===== config.mk =====
export PLATFORM = sky130hd
export DESIGN_NAME = multi_keyword_text_search_top
export DESIGN_NICKNAME = d
export VERILOG_FILES = /design/src/design/mkts_pkg.sv /design/src/design/mkts_ram.sv /design/src/design/mkts_text_buf.sv /design/src/design/multi_keyword_text_search_top.sv
export SDC_FILE = /design/constraint.sdc
export NUM_CORES = 1
export LEC_CHECK = 0
export CAP_MARGIN = 30
export CELL_PAD_IN_SITES_DETAIL_PLACEMENT = 1
export CELL_PAD_IN_SITES_GLOBAL_PLACEMENT = 2
export CORE_UTILIZATION = 53
export CTS_BUF_LIST = sky130_fd_sc_hd__clkbuf_8
export DETAILED_ROUTE_END_ITERATION = 10
export DONT_BUFFER_PORTS = 1
export GPL_ROUTABILITY_DRIVEN = 0
export PLACE_DENSITY = 0.95
export SLEW_MARGIN = 20
export SYNTH_ARGS = -nofsm -noshare
export SYNTH_HDL_FRONTEND = slang
export SYNTH_SLANG_ARGS = --single-unit
export TNS_END_PERCENT = 5

===== constraint.sdc =====
create_clock -name clk -period 13.7 [get_ports clk]
set_input_delay 1.37 -clock clk [delete_from_list [all_inputs] [get_ports clk]]
set_output_delay 1.37 -clock clk [all_outputs]
set_load 0.05 [all_outputs]

===== src/design/mkts_pkg.sv =====
// package for the multi-keyword text search block
// types, field structs and sequencer states; no dependencies
`timescale 1ns / 1ps
`default_nettype none
package mkts_pkg;

  localparam logic FUNC_KEY  = 1'b0;
  localparam logic FUNC_TEXT = 1'b1;

  typedef struct packed {
    logic       func;
    logic [3:0] key_index;
    logic [3:0] key_pos;
    logic [7:0] byte_value;
    logic       last;
  } in_item_t;

  typedef struct packed {
    logic        found;
    logic [3:0]  keyword_number;
    logic [15:0] match_position;
  } out_item_t;

  // text buffer control from the sequencer
  typedef struct packed {
    logic       push;
    logic       clear;
    logic [7:0] data;
  } txt_ctrl_t;

  typedef enum logic [6:0] {
    ST_IDLE    = 7'b0000001,
    ST_START   = 7'b0000010,
    ST_ENDINIT = 7'b0000100,
    ST_KEY     = 7'b0001000,
    ST_CMP     = 7'b0010000,
    ST_NEXTS   = 7'b0100000,
    ST_EMIT    = 7'b1000000
  } state_t;

endpackage
`default_nettype wire


===== src/design/mkts_ram.sv =====
// generic single-port-write, registered-read ram
// no dependencies
`timescale 1ns / 1ps
`default_nettype none
module mkts_ram #(
  parameter int WIDTH = 8,
  parameter int DEPTH = 108,
  parameter int AW    = (DEPTH > 1) ? $clog2(DEPTH) : 1
) (
  input  wire logic             clk,
  input  wire logic             we,
  input  wire logic [AW-1:0]    waddr,
  input  wire logic [WIDTH-1:0] wdata,
  input  wire logic [AW-1:0]    raddr,
  output logic      [WIDTH-1:0] rdata
);
  logic [WIDTH-1:0] mem [DEPTH];

  always_ff @(posedge clk) begin
    if (we) begin
      mem[waddr] <= wdata;
    end
    rdata <= mem[raddr];
  end
endmodule
`default_nettype wire


===== src/design/mkts_text_buf.sv =====
// circular window of the newest text bytes with byte count and write pointer
// depends on mkts_pkg
`timescale 1ns / 1ps
`default_nettype none
module mkts_text_buf #(
  parameter int MAX_KEY_LEN  = 12,
  parameter int MAX_TEXT_LEN = 65536,
  parameter int PW = (MAX_KEY_LEN > 1) ? $clog2(MAX_KEY_LEN) : 1,
  parameter int CW = $clog2(MAX_TEXT_LEN + 1)
) (
  input  wire logic              clk,
  input  wire logic              rst_n,
  input  wire mkts_pkg::txt_ctrl_t ctrl,
  input  wire logic [PW-1:0]     rd_ptr,
  output logic      [7:0]        rd_data,
  output logic      [CW-1:0]     count,
  output logic      [PW-1:0]     wptr
);
  logic [7:0]    win_r [MAX_KEY_LEN];
  logic [CW-1:0] count_r;
  logic [PW-1:0] wptr_r;

  always_ff @(posedge clk) begin
    if (!rst_n) begin
      count_r <= '0;
      wptr_r  <= '0;
    end else if (ctrl.clear) begin
      count_r <= '0;
      wptr_r  <= '0;
    end else if (ctrl.push) begin
      count_r <= count_r + CW'(1);
      wptr_r  <= (wptr_r == PW'(MAX_KEY_LEN - 1)) ? '0 : wptr_r + PW'(1);
    end
  end

  always_ff @(posedge clk) begin
    if (ctrl.push && !ctrl.clear) begin
      win_r[wptr_r] <= ctrl.data;
    end
  end

  assign rd_data = win_r[rd_ptr];
  assign count   = count_r;
  assign wptr    = wptr_r;
endmodule
`default_nettype wire


===== src/design/multi_keyword_text_search_top.sv =====
// multi-keyword text search: keyword table, text window and compare sequencer
// depends on mkts_pkg, mkts_ram, mkts_text_buf
//
// channel  dir  handshake             payload
// in       in   in_valid / in_ready   mkts_pkg::in_item_t
// out      out  out_valid / out_ready mkts_pkg::out_item_t
//
// a keyword byte is written without leaving the idle state. a text byte passes
// the start state, then, for each start offset checked, the key state once per
// keyword and the compare state once per compared byte, as there is a single
// byte comparator and the keyword ram has one read port. the end of text checks
// up to MAX_KEY_LEN-1 more offsets. reset is synchronous and clears lengths and
// the text state. a stalled result holds the block in its emit state.
`timescale 1ns / 1ps
`default_nettype none
module multi_keyword_text_search_top #(
  parameter int NUM_KEYWORDS = 9,
  parameter int MAX_KEY_LEN  = 12,
  parameter int MAX_TEXT_LEN = 65536
) (
  input  wire logic                clk,
  input  wire logic                rst_n,
  input  wire logic                in_valid,
  output logic                     in_ready,
  input  wire mkts_pkg::in_item_t  in_data,
  output logic                     out_valid,
  input  wire logic                out_ready,
  output mkts_pkg::out_item_t      out_data
);
  localparam int DEPTH = NUM_KEYWORDS * MAX_KEY_LEN;
  localparam int AW = (DEPTH > 1) ? $clog2(DEPTH) : 1;
  localparam int KW = (NUM_KEYWORDS > 1) ? $clog2(NUM_KEYWORDS) : 1;
  localparam int PW = (MAX_KEY_LEN > 1) ? $clog2(MAX_KEY_LEN) : 1;
  localparam int LW = $clog2(MAX_KEY_LEN + 1);
  localparam int CW = $clog2(MAX_TEXT_LEN + 1);

  mkts_pkg::state_t state_r, state_nxt;
  logic [LW-1:0] len_r [NUM_KEYWORDS];
  logic          done_r, done_nxt;
  logic          last_r, last_nxt;
  logic          pushed_r, pushed_nxt;
  logic          end_mode_r, end_mode_nxt;
  logic [CW-1:0] s_r, s_nxt;
  logic [PW-1:0] sptr_r, sptr_nxt;
  logic [PW-1:0] ptr_r, ptr_nxt;
  logic [KW-1:0] k_r, k_nxt;
  logic [LW-1:0] j_r, j_nxt;
  logic          hit_r, hit_nxt;
  logic          out_valid_r;
  mkts_pkg::out_item_t out_data_r;

  mkts_pkg::txt_ctrl_t tctrl;
  logic [7:0]    win_byte, key_byte;
  logic [CW-1:0] count;
  logic [PW-1:0] wptr;

  logic          accept, key_wr, out_free;
  logic [AW-1:0] waddr, raddr;
  logic [LW-1:0] cur_len, j_sel;
  logic          skip_key;

  assign accept   = in_valid && in_ready;
  assign in_ready = (state_r == mkts_pkg::ST_IDLE);
  assign out_free = !out_valid_r || out_ready;
  assign key_wr   = accept && (in_data.func == mkts_pkg::FUNC_KEY)
                    && (32'(in_data.key_index) < NUM_KEYWORDS)
                    && (32'(in_data.key_pos) < MAX_KEY_LEN);
  assign waddr    = AW'(32'(in_data.key_index) * MAX_KEY_LEN + 32'(in_data.key_pos));
  assign j_sel    = (state_r == mkts_pkg::ST_CMP) ? j_r + LW'(1) : '0;
  assign raddr    = AW'(32'(k_r) * MAX_KEY_LEN + 32'(j_sel));
  assign cur_len  = len_r[k_r];
  assign skip_key = (cur_len == '0) ||
                    (({1'b0, s_r} + (CW+1)'(cur_len)) > {1'b0, count});

  mkts_ram #(.WIDTH(8), .DEPTH(DEPTH)) u_key_ram (
    .clk   (clk),
    .we    (key_wr),
    .waddr (waddr),
    .wdata (in_data.byte_value),
    .raddr (raddr),
    .rdata (key_byte)
  );

  mkts_text_buf #(.MAX_KEY_LEN(MAX_KEY_LEN), .MAX_TEXT_LEN(MAX_TEXT_LEN)) u_text (
    .clk     (clk),
    .rst_n   (rst_n),
    .ctrl    (tctrl),
    .rd_ptr  (ptr_r),
    .rd_data (win_byte),
    .count   (count),
    .wptr    (wptr)
  );

  function automatic logic [PW-1:0] wrap_inc(input logic [PW-1:0] p);
    wrap_inc = (p == PW'(MAX_KEY_LEN - 1)) ? '0 : p + PW'(1);
  endfunction

  always_comb begin
    state_nxt    = state_r;
    done_nxt     = done_r;
    last_nxt     = last_r;
    pushed_nxt   = pushed_r;
    end_mode_nxt = end_mode_r;
    s_nxt        = s_r;
    sptr_nxt     = sptr_r;
    ptr_nxt      = ptr_r;
    k_nxt        = k_r;
    j_nxt        = j_r;
    hit_nxt      = hit_r;
    tctrl.push   = 1'b0;
    tctrl.clear  = 1'b0;
    tctrl.data   = in_data.byte_value;
    case (state_r)
      mkts_pkg::ST_IDLE: begin
        if (accept && (in_data.func == mkts_pkg::FUNC_TEXT)) begin
          last_nxt = in_data.last;
          if (done_r) begin
            if (in_data.last) begin
              tctrl.clear = 1'b1;
              done_nxt    = 1'b0;
            end
          end else begin
            pushed_nxt = (32'(count) < MAX_TEXT_LEN);
            tctrl.push = (32'(count) < MAX_TEXT_LEN);
            state_nxt  = mkts_pkg::ST_START;
          end
        end
      end
      mkts_pkg::ST_START: begin
        k_nxt = '0;
        if (pushed_r && (32'(count) >= MAX_KEY_LEN)) begin
          s_nxt        = CW'(32'(count) - MAX_KEY_LEN);
          sptr_nxt     = wptr;
          end_mode_nxt = 1'b0;
          state_nxt    = mkts_pkg::ST_KEY;
        end else if (last_r) begin
          state_nxt = mkts_pkg::ST_ENDINIT;
        end else begin
          state_nxt = mkts_pkg::ST_IDLE;
        end
      end
      mkts_pkg::ST_ENDINIT: begin
        k_nxt        = '0;
        end_mode_nxt = 1'b1;
        if (32'(count) >= MAX_KEY_LEN) begin
          s_nxt    = CW'(32'(count) - MAX_KEY_LEN + 1);
          sptr_nxt = wrap_inc(wptr);
        end else begin
          s_nxt    = '0;
          sptr_nxt = '0;
        end
        if (32'(s_nxt) < 32'(count)) begin
          state_nxt = mkts_pkg::ST_KEY;
        end else begin
          hit_nxt   = 1'b0;
          state_nxt = mkts_pkg::ST_EMIT;
        end
      end
      mkts_pkg::ST_KEY: begin
        j_nxt   = '0;
        ptr_nxt = sptr_r;
        if (!skip_key) begin
          state_nxt = mkts_pkg::ST_CMP;
        end else if (32'(k_r) == NUM_KEYWORDS - 1) begin
          state_nxt = mkts_pkg::ST_NEXTS;
        end else begin
          k_nxt = k_r + KW'(1);
        end
      end
      mkts_pkg::ST_CMP: begin
        if (win_byte == key_byte) begin
          if (j_r + LW'(1) == cur_len) begin
            hit_nxt   = 1'b1;
            state_nxt = mkts_pkg::ST_EMIT;
          end else begin
            j_nxt   = j_r + LW'(1);
            ptr_nxt = wrap_inc(ptr_r);
          end
        end else if (32'(k_r) == NUM_KEYWORDS - 1) begin
          state_nxt = mkts_pkg::ST_NEXTS;
        end else begin
          k_nxt     = k_r + KW'(1);
          state_nxt = mkts_pkg::ST_KEY;
        end
      end
      mkts_pkg::ST_NEXTS: begin
        k_nxt = '0;
        if (!end_mode_r) begin
          state_nxt = last_r ? mkts_pkg::ST_ENDINIT : mkts_pkg::ST_IDLE;
        end else if (({1'b0, s_r} + (CW+1)'(1)) < {1'b0, count}) begin
          s_nxt     = s_r + CW'(1);
          sptr_nxt  = wrap_inc(sptr_r);
          state_nxt = mkts_pkg::ST_KEY;
        end else begin
          hit_nxt   = 1'b0;
          state_nxt = mkts_pkg::ST_EMIT;
        end
      end
      mkts_pkg::ST_EMIT: begin
        if (out_free) begin
          state_nxt = mkts_pkg::ST_IDLE;
          // a match before the end of text holds off the rest of the text
          if (end_mode_r || last_r) begin
            tctrl.clear = 1'b1;
            done_nxt    = 1'b0;
          end else begin
            done_nxt = 1'b1;
          end
        end
      end
      default: state_nxt = mkts_pkg::ST_IDLE;
    endcase
  end

  always_ff @(posedge clk) begin
    if (!rst_n) begin
      state_r     <= mkts_pkg::ST_IDLE;
      done_r      <= 1'b0;
      out_valid_r <= 1'b0;
      for (int i = 0; i < NUM_KEYWORDS; i++) begin
        len_r[i] <= '0;
      end
    end else begin
      state_r <= state_nxt;
      done_r  <= done_nxt;
      if (key_wr && in_data.last) begin
        len_r[KW'(in_data.key_index)] <= LW'(in_data.key_pos) + LW'(1);
      end
      if (state_r == mkts_pkg::ST_EMIT && out_free) begin
        out_valid_r <= 1'b1;
      end else if (out_ready) begin
        out_valid_r <= 1'b0;
      end
    end
  end

  always_ff @(posedge clk) begin
    last_r     <= last_nxt;
    pushed_r   <= pushed_nxt;
    end_mode_r <= end_mode_nxt;
    s_r        <= s_nxt;
    sptr_r     <= sptr_nxt;
    ptr_r      <= ptr_nxt;
    k_r        <= k_nxt;
    j_r        <= j_nxt;
    hit_r      <= hit_nxt;
    if (state_r == mkts_pkg::ST_EMIT && out_free) begin
      out_data_r.found          <= hit_r;
      out_data_r.keyword_number <= hit_r ? 4'(k_r) : 4'd0;
      out_data_r.match_position <= hit_r ? 16'(s_r) : 16'd0;
    end
  end

  assign out_valid = out_valid_r;
  assign out_data  = out_data_r;

  a_cmp_in_len: assert property (@(posedge clk) disable iff (!rst_n)
    (state_r == mkts_pkg::ST_CMP) |-> (j_r < cur_len))
    else $error("compare index past keyword length");

  a_count_cap: assert property (@(posedge clk) disable iff (!rst_n)
    32'(count) <= MAX_TEXT_LEN)
    else $error("text count beyond limit");

  a_emit_clear: assert property (@(posedge clk) disable iff (!rst_n)
    (state_r == mkts_pkg::ST_EMIT && out_free && end_mode_r) |=> (count == '0))
    else $error("text state not cleared after end of text");

  a_done_idle: assert property (@(posedge clk) disable iff (!rst_n)
    done_r |-> (state_r == mkts_pkg::ST_IDLE || state_r == mkts_pkg::ST_EMIT
                || $past(state_r) == mkts_pkg::ST_EMIT))
    else $error("search running after a reported match");
endmodule
`default_nettype wire


======== Yosys cells after proc, flatten, opt, wreduce, memory -nomap -nowiden ========
Memories as Yosys holds them, arrays and structs flattened. A register that Yosys moved wholly into a read port is not among the register bits.
Index checks and enable logic that the tools add are counted.
word-level totals
  logic and storage cells ................. 184
  memories ................................ 3
  output and inout bits ................... 23
  bits in registers ....................... 88
  memory bits (writable) .................. 996
  bits of input ports ..................... 22
operators by class
  equality and inequality tests ........... 28
  $mul .................................... 2
  bitwise gates (word level) .............. 3
  $add $sub $neg .......................... 14
  $lt $le $gt $ge ......................... 7
  reduce and logical (&&, ||, !) cells .... 34
  multiplexer cells ....................... 76
memory list
  memory         words  bits a word  rd ports  clocked after memory_dff  wr ports  line                                 RTL
  u_key_ram.mem  108    8            1         1                         1         mkts_ram.sv:17                       logic [WIDTH-1:0] mem [DEPTH];
  u_text.win_r   12     8            1         1                         1         mkts_text_buf.sv:19                  logic [7:0] win_r [MAX_KEY_LEN];
  len_r          9      4            1         1                         9         multi_keyword_text_search_top.sv:38  logic [LW-1:0] len_r [NUM_KEYWORDS];
operators by type and width
  operator                                                            count
  2-to-1 mux 17 bit                                                   5
  2-to-1 mux 4 bit                                                    20
  2-to-1 mux 7 bit                                                    10
  one-hot mux 17 bit (3 select lines)                                 1
  one-hot mux 7 bit (7 select lines)                                  1
  adder 17 x 1 -> 17 bit, second input constant                       2
  2-to-1 mux 1 bit                                                    28
  adder 4 x 1 -> 4 bit, second input constant                         6
  one-hot mux 4 bit (3 select lines)                                  2
  != test 2 bit, second input constant                                10
  adder 17 x 1 -> 18 bit, second input constant                       1
  adder 17 x 4 -> 18 bit                                              1
  greater-than comparator 18 x 17 -> 1 bit                            1
  < comparator 18 x 17 -> 1 bit                                       1
  adder 17 x 2 -> 17 bit, second input constant                       1
  greater-or-equal comparator 17 x 4 -> 1 bit, second input constant  1
  < comparator 17 bit                                                 1
  < comparator 17 bit, second input constant                          1
  subtractor 17 x 4 -> 17 bit, second input constant                  1
  equality test 4 bit, second input constant                          4
  one-hot mux 4 bit (2 select lines)                                  2
  adder 7 x 4 -> 7 bit                                                2
  AND reduction 3 bit                                                 4
  multiplier 4 x 2 -> 5 bit, second input constant                    2
  other kinds (32)                                                    56

======== Logic depth before layout (Yosys ltp) ========
Gate-level depths: netlist (run 1).
  depth in word-level cells ............... 11
  depth in mapped cells ................... 20
  gate-level depth less buffers ........... 19

======== Hierarchy ========
A second synthesis (run 1) with hierarchy kept.
unflattened totals
  cell total of the unflattened synthesis .. 2845
  area total of the unflattened synthesis .. 48048.6 µm²
by module, submodules not included
  module                         instances  cells each  area an instance (µm²)  sequential area each (µm²)
  mkts_ram                       1          1701        34088.9                 26105.0
  multi_keyword_text_search_top  1          865         9265.1                  3923.8
  mkts_text_buf                  1          279         4694.5                  3303.2

======== Worst setup path before layout (run 1) ========
Ideal clock, no wire load.
  kind .................................... reg-to-reg
  from .................................... register (tool-made name)
  to ...................................... register state_r[0]
  cell stages (with the launch flop) ...... 18
  buffers on the path ..................... 1
  required time ........................... 13.579 ns
  library setup time ...................... 0.121 ns
  clock period less this slack ............ 4.420 ns
  slack ................................... 9.280 ns
  arrival time ............................ 4.299 ns
  path through ............................ dfxtp_1 -> buf_2 -> mux4_2 -> mux4_2 -> ha_1 -> inv_1 -> o21bai_1 -> nand2_1 -> nor2_1 -> xor2_1 -> ha_1 -> a211oi_1 -> o21ai_0 -> a31o_2 -> o21ai_0 -> a21oi_1 -> a211oi_1 -> mux2_2
RTL lines
  what                    line                                  RTL
  end signal: assignment  multi_keyword_text_search_top.sv:217  state_r <= mkts_pkg::ST_IDLE;
  end signal: assignment  multi_keyword_text_search_top.sv:224  state_r <= state_nxt;
  end: declaration        multi_keyword_text_search_top.sv:37   mkts_pkg::state_t state_r, state_nxt;

==> flow_summary.toml, run 1 <==
[outcome]
status = "completed"

[critical_path]
start_kind = "register"
path_max_fanout = 13
slowest_delay_ns = 0.78
path_delay_family = "compound AO/OA/AOI/OAI gates"
crit_slowest_cell = "dfxtp_1"
path_buf_inv = 0
reg2reg_depth = 19
path_depth = 19
required_ns = 14.43
crit_type = "reg -> reg"
path_cells = "mux4_2 -> nor3b_1 -> nor3_1 -> ha_1 -> fa_1 -> a21oi_1 -> nor2_1 -> nor2_1 -> nor2_1 -> nand2_1 -> xnor2_1 -> ha_1 -> o21ai_0 -> nand2b_1 -> a31o_2 -> o21ai_0 -> a21oi_1 -> a211oi_1 -> mux2_2"
cp-end-kind = "register"
cpMostUsedCell = "nor2_1"
crit_arrival_ns = 6.41

[clock_network]
clock_sinks = 1128
cts_buffers = 176
cts_tree = "built"
cts_resized = 0
ctsHoldBuffers = 0
clock-root-buffer = "clkbuf_8"
insertion_delay_ns = 0.89
clock_path_buffers = 3
htree_levels = 4
postCtsSetupBuffers = 0
path_clk_slew_ns = 0.06

[cells_and_area]
finish.utilization_pct = 58.5
nFillCells = 8244
nets = 3312
syn_to_final_growth_pct = 9.38
design_area_um2 = 52500
drive_above_1_share_pct = 13.3

[timing]
holdWs_ns = 0.529
hold_viol = 0
setup_viol = 0
timing.final.crit_period_ns = 5.68
fin_crit_sh_pct = 41.4
maxSlewViolCount = 0
fin_setup_tns_ns = 0
worst_slew_pin_slew_ns = 1.06
max_freq_ghz = 0.176
rsz0062_at_grt = "no"
slew_headroom_pct = 28.8
finClkSkew_ns = 0.0757

[worst_hold_path]
hp-class = "reg -> reg"
holdPathStages = 2

[route]
wl_per_cell_um = 29.0
drtPass1Iterations = 5
ant_nets = 0
drt_iter0_markers = 3096
drcViolationCount = 0
vias = 29300
wirelength_mm = 132
vias_per_cell = 6.45

[synthesis]
ys_seq_area_share_pct = 69.6
ys_seq_elements = 1128
synthCells = 3166
syn-mean-instance-area_um2 = 15.2
synthArstFlopShare_pct = 0
synth_flop_cell = "edfxtp_1"
synth_warnings = 0
synth_cell_types = 89
syn_area_um2 = 48000
synth_edf_count = 1082

[power]
power.density_nw_per_um2 = 140
power_leakage_uw = 0.0174
ir_drop_mv = 0.111
power_uw = 7330

[floorplanning]
fp.dieH_um = 303
core.rowCount = 110
core_region_area_um2 = 89900
start_util_pct = 53.4
fp.dieArea_um2 = 91800
io_pins = 45
die_x_um = 303

[place]
placed_area_um2 = 49000
dp_hpwl_mm = 79.1
port_buffers = 0

[global_route]
grt_use_total_pct = 28.7
grt_pass1_vias = 30600
antenna_found_initial = 2
grt_max_degree = 180
grt-ovfl-total = 0
grt_pass1_wl_mm = 195

[flow_run]
cap_violations = 0
-- kinds of logic after synthesis --
logic type	share of synthesized area, %
flip-flops	69.6
AND/OR/NAND/NOR	8.00
AO/OA/AOI/OAI	8.43
buffers and inverters	2.28
multiplexers	7.41
XOR/XNOR	1.99
adder cells (fa/ha/maj)	2.32
other	0.00781
-- final cells by class --
cell class,instances,area [um2],area share [%]
inverters,56,223,0.424
repair buffers,37,407,0.774
multi-input cells,1805,13600,26.0
flip-flops and latches,1128,33400,63.6
diodes,2,5.00,0.00953
well taps,1176,1470,2.80
clock buffers,186,2560,4.87
clock inverters,143,807,1.54
-- sequential cells by signal, summed over array words and instances, names as in the netlist, named ones only --
register and count:
last_r 1, u_text.wptr 4, state_r 7, k_r 4, sptr_r 4, u_key_ram.mem 864, len_r 64, ptr_r 4
pushed_r 1, u_text.count 17, u_key_ram.rdata 8, out_data 21, u_text.win_r 96, hit_r 1, s_r 17, out_valid 1
j_r 4, end_mode_r 1, done_r 1
-- metrics by stage --
| stage | std cells | worst slack [ns] |
|---|---|---|
| final | 4533 | 8.02 |
| after global routing | 4533 | 7.57 |
| after CTS | 4521 | 7.99 |
| after detailed placement | 4192 | 8.07 |
| after global placement | 4189 | 8.20 |
| after floorplan | 3181 | 9.28 |
-- power breakdown --
group / internal, uW / switching [uW] / leakage [uW] / total, uW
Clock: 1370 / 1390 / 0.00195 / 2760
Combinational: 235 / 459 / 0.00529 / 694
Sequential: 3820 / 57.1 / 0.0101 / 3880
-- worst paths after layout --
check                                       from          endpoint  slack [ns]
worst min register to register  u_text.count[15]  u_text.count[16]        0.53
worst max-delay path                    register        state_r[0]        8.02
worst max register to register          register        state_r[0]        8.02
worst min-delay path            u_text.count[15]  u_text.count[16]        0.53
-- Yosys cell counts, types with 34 or more instances --
cell type,instances,area share [%]
edfxtp_1,1082,68
nor2_1,307,2.4
nand2_1,250,2.0
clkbuf_1,131,1.0
mux4_2,126,5.9
o21ai_0,103,1.1
o221ai_1,98,1.8
a21oi_1,87,0.91
ha_1,81,2.1
nand3_1,71,0.74
xnor2_1,71,1.3
inv_1,53,0.41
dfxtp_1,46,1.9
mux2i_1,40,0.83
and2_1,38,0.49
xor2_1,38,0.69
o22ai_1,37,0.48
a211oi_1,34,0.53
and3_1,34,0.44
nor3_1,34,0.35
-- placed cells by master (no fill, tap or decap), types with 30 or more instances in the layout --
cell | synthesis | routed
clkbuf_8 | 0 | 186
a211oi_1 | 34 | 34
clkinv_2 | 1 | 30
nor2_1 | 307 | 306
inv_1 | 53 | 109
nand2_1 | 250 | 250
clkinv_1 | 2 | 40
edfxtp_1 | 1082 | 1082
o22ai_1 | 37 | 37
and3_1 | 34 | 34
xor2_1 | 38 | 37
dfxtp_1 | 46 | 46
o21ai_0 | 103 | 103
nand3_1 | 71 | 70
o221ai_1 | 98 | 98
nor3_1 | 34 | 33
xnor2_1 | 71 | 69
mux4_2 | 126 | 126
ha_1 | 81 | 80
a21oi_1 | 87 | 87
and2_1 | 38 | 38
mux2i_1 | 40 | 40
-- worst reg2reg max path, delay by kind of cell (launching register included) --
kind	cells	cell delay, ns
AOI/OAI and AO/OA	6	1.70
and+or+nand+nor	7	1.05
muxes	2	0.98
adders and majority gates	3	0.92
DFF	1	0.78
xor gates and xnor gates	1	0.14
-- routing by layer --
layer | global-route usage, % | part of all wire [%]
met4 | 12.5 | 3.8
met2 | 48.1 | 51
met3 | 5.08 | 7.3
met5 | 0 | 0
met1 | 36.9 | 38
No activity file was read; power rests on OpenSTA's default activity.
==> run 2: changes to the inputs <==
Settings changed: CORE_UTILIZATION 53 to 45, PLACE_DENSITY 0.95 to 0.88.
Clock period 13.7 ns to 4.8 ns, I/O delays scaled along.
==> flow_summary.toml, run 2 (synthesis results as in run 1) <==
[outcome]
status = "complete, but fails checks"
violations = "DRC"

[timing]
fin_crit_sh_pct = 95.5
slew_headroom_pct = 35.2
timing.final.crit_period_ns = 4.58
hold_viol = 0
max_freq_ghz = 0.218
rsz0062_at_grt = "yes"
setup_slack_ns = 0.217
maxSlewViolCount = 0
setup_viol = 0
worst_slew_pin_slew_ns = 0.966
finClkSkew_ns = 0.0341

[place]
placed_cells = 4554
dpl_worst_slack_ns = -0.164
dp_hpwl_mm = 83.1
port_buffers = 0

[route]
drt_iter0_markers = 2600
ant_nets = 0
drcViolationCount = 3
wl_per_cell_um = 26.9
wirelength_mm = 132
vias_per_cell = 6.03
vias = 29600
drtPass1Iterations = 9

[critical_path]
slowest_delay_ns = 0.51
start_kind = "register"
path_cells = "buf_12 -> mux4_2 -> o22ai_2 -> nor3_1 -> ha_1 -> fa_1 -> a21oi_1 -> nor2_1 -> nor2_2 -> nor2_2 -> nand3_1 -> xnor2_1 -> ha_1 -> a211oi_2 -> o21ai_0 -> a31o_2 -> o21ai_1 -> buf_4 -> a21oi_1 -> a211oi_2 -> mux2_2"
reg2reg_slack_ns = 0.22
crit_slowest_cell = "mux4_2"
reg2reg_depth = 21
path_max_fanout = 7
cp-end-kind = "register"
crit_arrival_ns = 5.34
crit_type = "reg -> reg"
r2r-end = "state_r[0]"
required_ns = 5.55

[power]
seqPwrFrac_pct = 51.7
power_leakage_uw = 0.0183
power.density_nw_per_um2 = 393
p_comb_share_pct = 11.1
p_int_uw = 15800
ir_drop_mv = 0.252
power_uw = 21300
switching_power_uw = 5580
power_frac_clock_pct = 37.3
switching_share_pct = 26.2

[floorplanning]
die_x_um = 329
core_region_area_um2 = 106000
core.rowCount = 119
io_pins = 45
start_util_pct = 45.5
fp.dieH_um = 329
fp.dieArea_um2 = 108000

[clock_network]
path_clk_slew_ns = 0.06
clock_sinks = 1128
htree_levels = 4
postCtsSetupBuffers = 0
insertion_delay_ns = 0.86
cts_buffers = 182
cts_tree = "built"
clock-root-buffer = "clkbuf_8"
clock_path_buffers = 3

[worst_hold_path]
min_from = "in_data[6]"
holdPathStages = 1
hp-class = "in -> reg"
min_to = "u_text.win_r[0][5]"

[cells_and_area]
drive_above_1_share_pct = 17.3
largest_reg_flops = 864
finish.utilization_pct = 51.5
stdcell_count = 4904
nets = 3470
syn_to_final_growth_pct = 13.1
nFillCells = 10100
ff_latch_area_um2 = 33400
final_common_cell = "edfxtp_1"
largest_register = "u_key_ram.mem"
multiInputGateArea_um2 = 13700
final_cell_mix = "edfxtp_1, nor2_1, nand2_1, clkbuf_8, buf_4"
largestRegisters = "u_key_ram.mem: 864 flops, u_text.win_r: 96 flops, len_r: 64 flops"

[global_route]
grt_pass1_vias = 31300
grt_pass1_wl_mm = 199
grt_use_total_pct = 24.6
antenna_found_initial = 1
grt-ovfl-total = 0
grt_max_degree = 130

[flow_run]
cap_violations = 0
[run 2: layout make-up]
type	instances	share of cell area (%)
diodes	4	0.0184
clock buffers	190	4.81
clock inverters	141	1.56
inverters	56	0.410
multi-input cells	1805	25.2
flip-flops and latches	1128	61.5
well taps	1391	3.20
repair buffers	189	3.25
[run 2: timing repair]
item / CTS / global route
cloned: 0 / 0
hold endpoints to repair: 1022 / 0
resized for setup: 7 / 9
pin swaps: 0 / 2
hold buffers: 12 / 0
endpoints found under the setup margin: 8 / 14
[run 2: per-stage QoR]
step	hold WS [ns]	area (um2)	TNS, ns
finish	0.0666	54300	0
global route	0.0402	54300	-0.0265
CTS	0.0366	54200	0
detailed placement	0.494	50500	-0.184
global placement	0.494	50400	-0.0949
floorplan	0.446	48100	0
[run 2: worst max-delay path: cells and delay by family, from the launching register on]
family | cells | cell delay [ns]
compound gates | 8 | 1.52
mux | 2 | 0.87
fa+ha+maj | 3 | 0.85
simple gates | 5 | 0.48
flops | 1 | 0.36
buf+inv | 2 | 0.30
xor+xnor | 1 | 0.09
[run 2: power groups by stage]
stage | clock, uW | combinational, uW | sequential (uW)
2_1_floorplan | 0 | 1300 | 11200
3_3_place_gp | 0 | 2080 | 11200
3_5_place_dp | 0 | 2140 | 11200
4_1_cts | 8060 | 2340 | 11000
5_1_grt | 8450 | 2520 | 11000
6_report | 7950 | 2370 | 11000
[run 2: worst max path at each step]
| stage | from | end | slack [ns] |
|---|---|---|---|
| after CTS | register | state_r[0] | 0.03 |
| after floorplan | register | state_r[0] | 0.38 |
| after detailed placement | register | state_r[0] | -0.16 |
| after global placement | register | state_r[0] | -0.09 |
| final | register | state_r[0] | 0.22 |
| after global routing | register | state_r[0] | -0.03 |
[run 2: routing by layer]
metal	vias up	part of all wire [%]	track usage (%)	wire (um)
li1	12800	-	-	-
met1	15400	40	31.3	52900
met2	1068	51	41.9	66900
met3	254	5.7	3.81	7500
met4	0	3.7	10.3	4840
met5	-	0	0	0
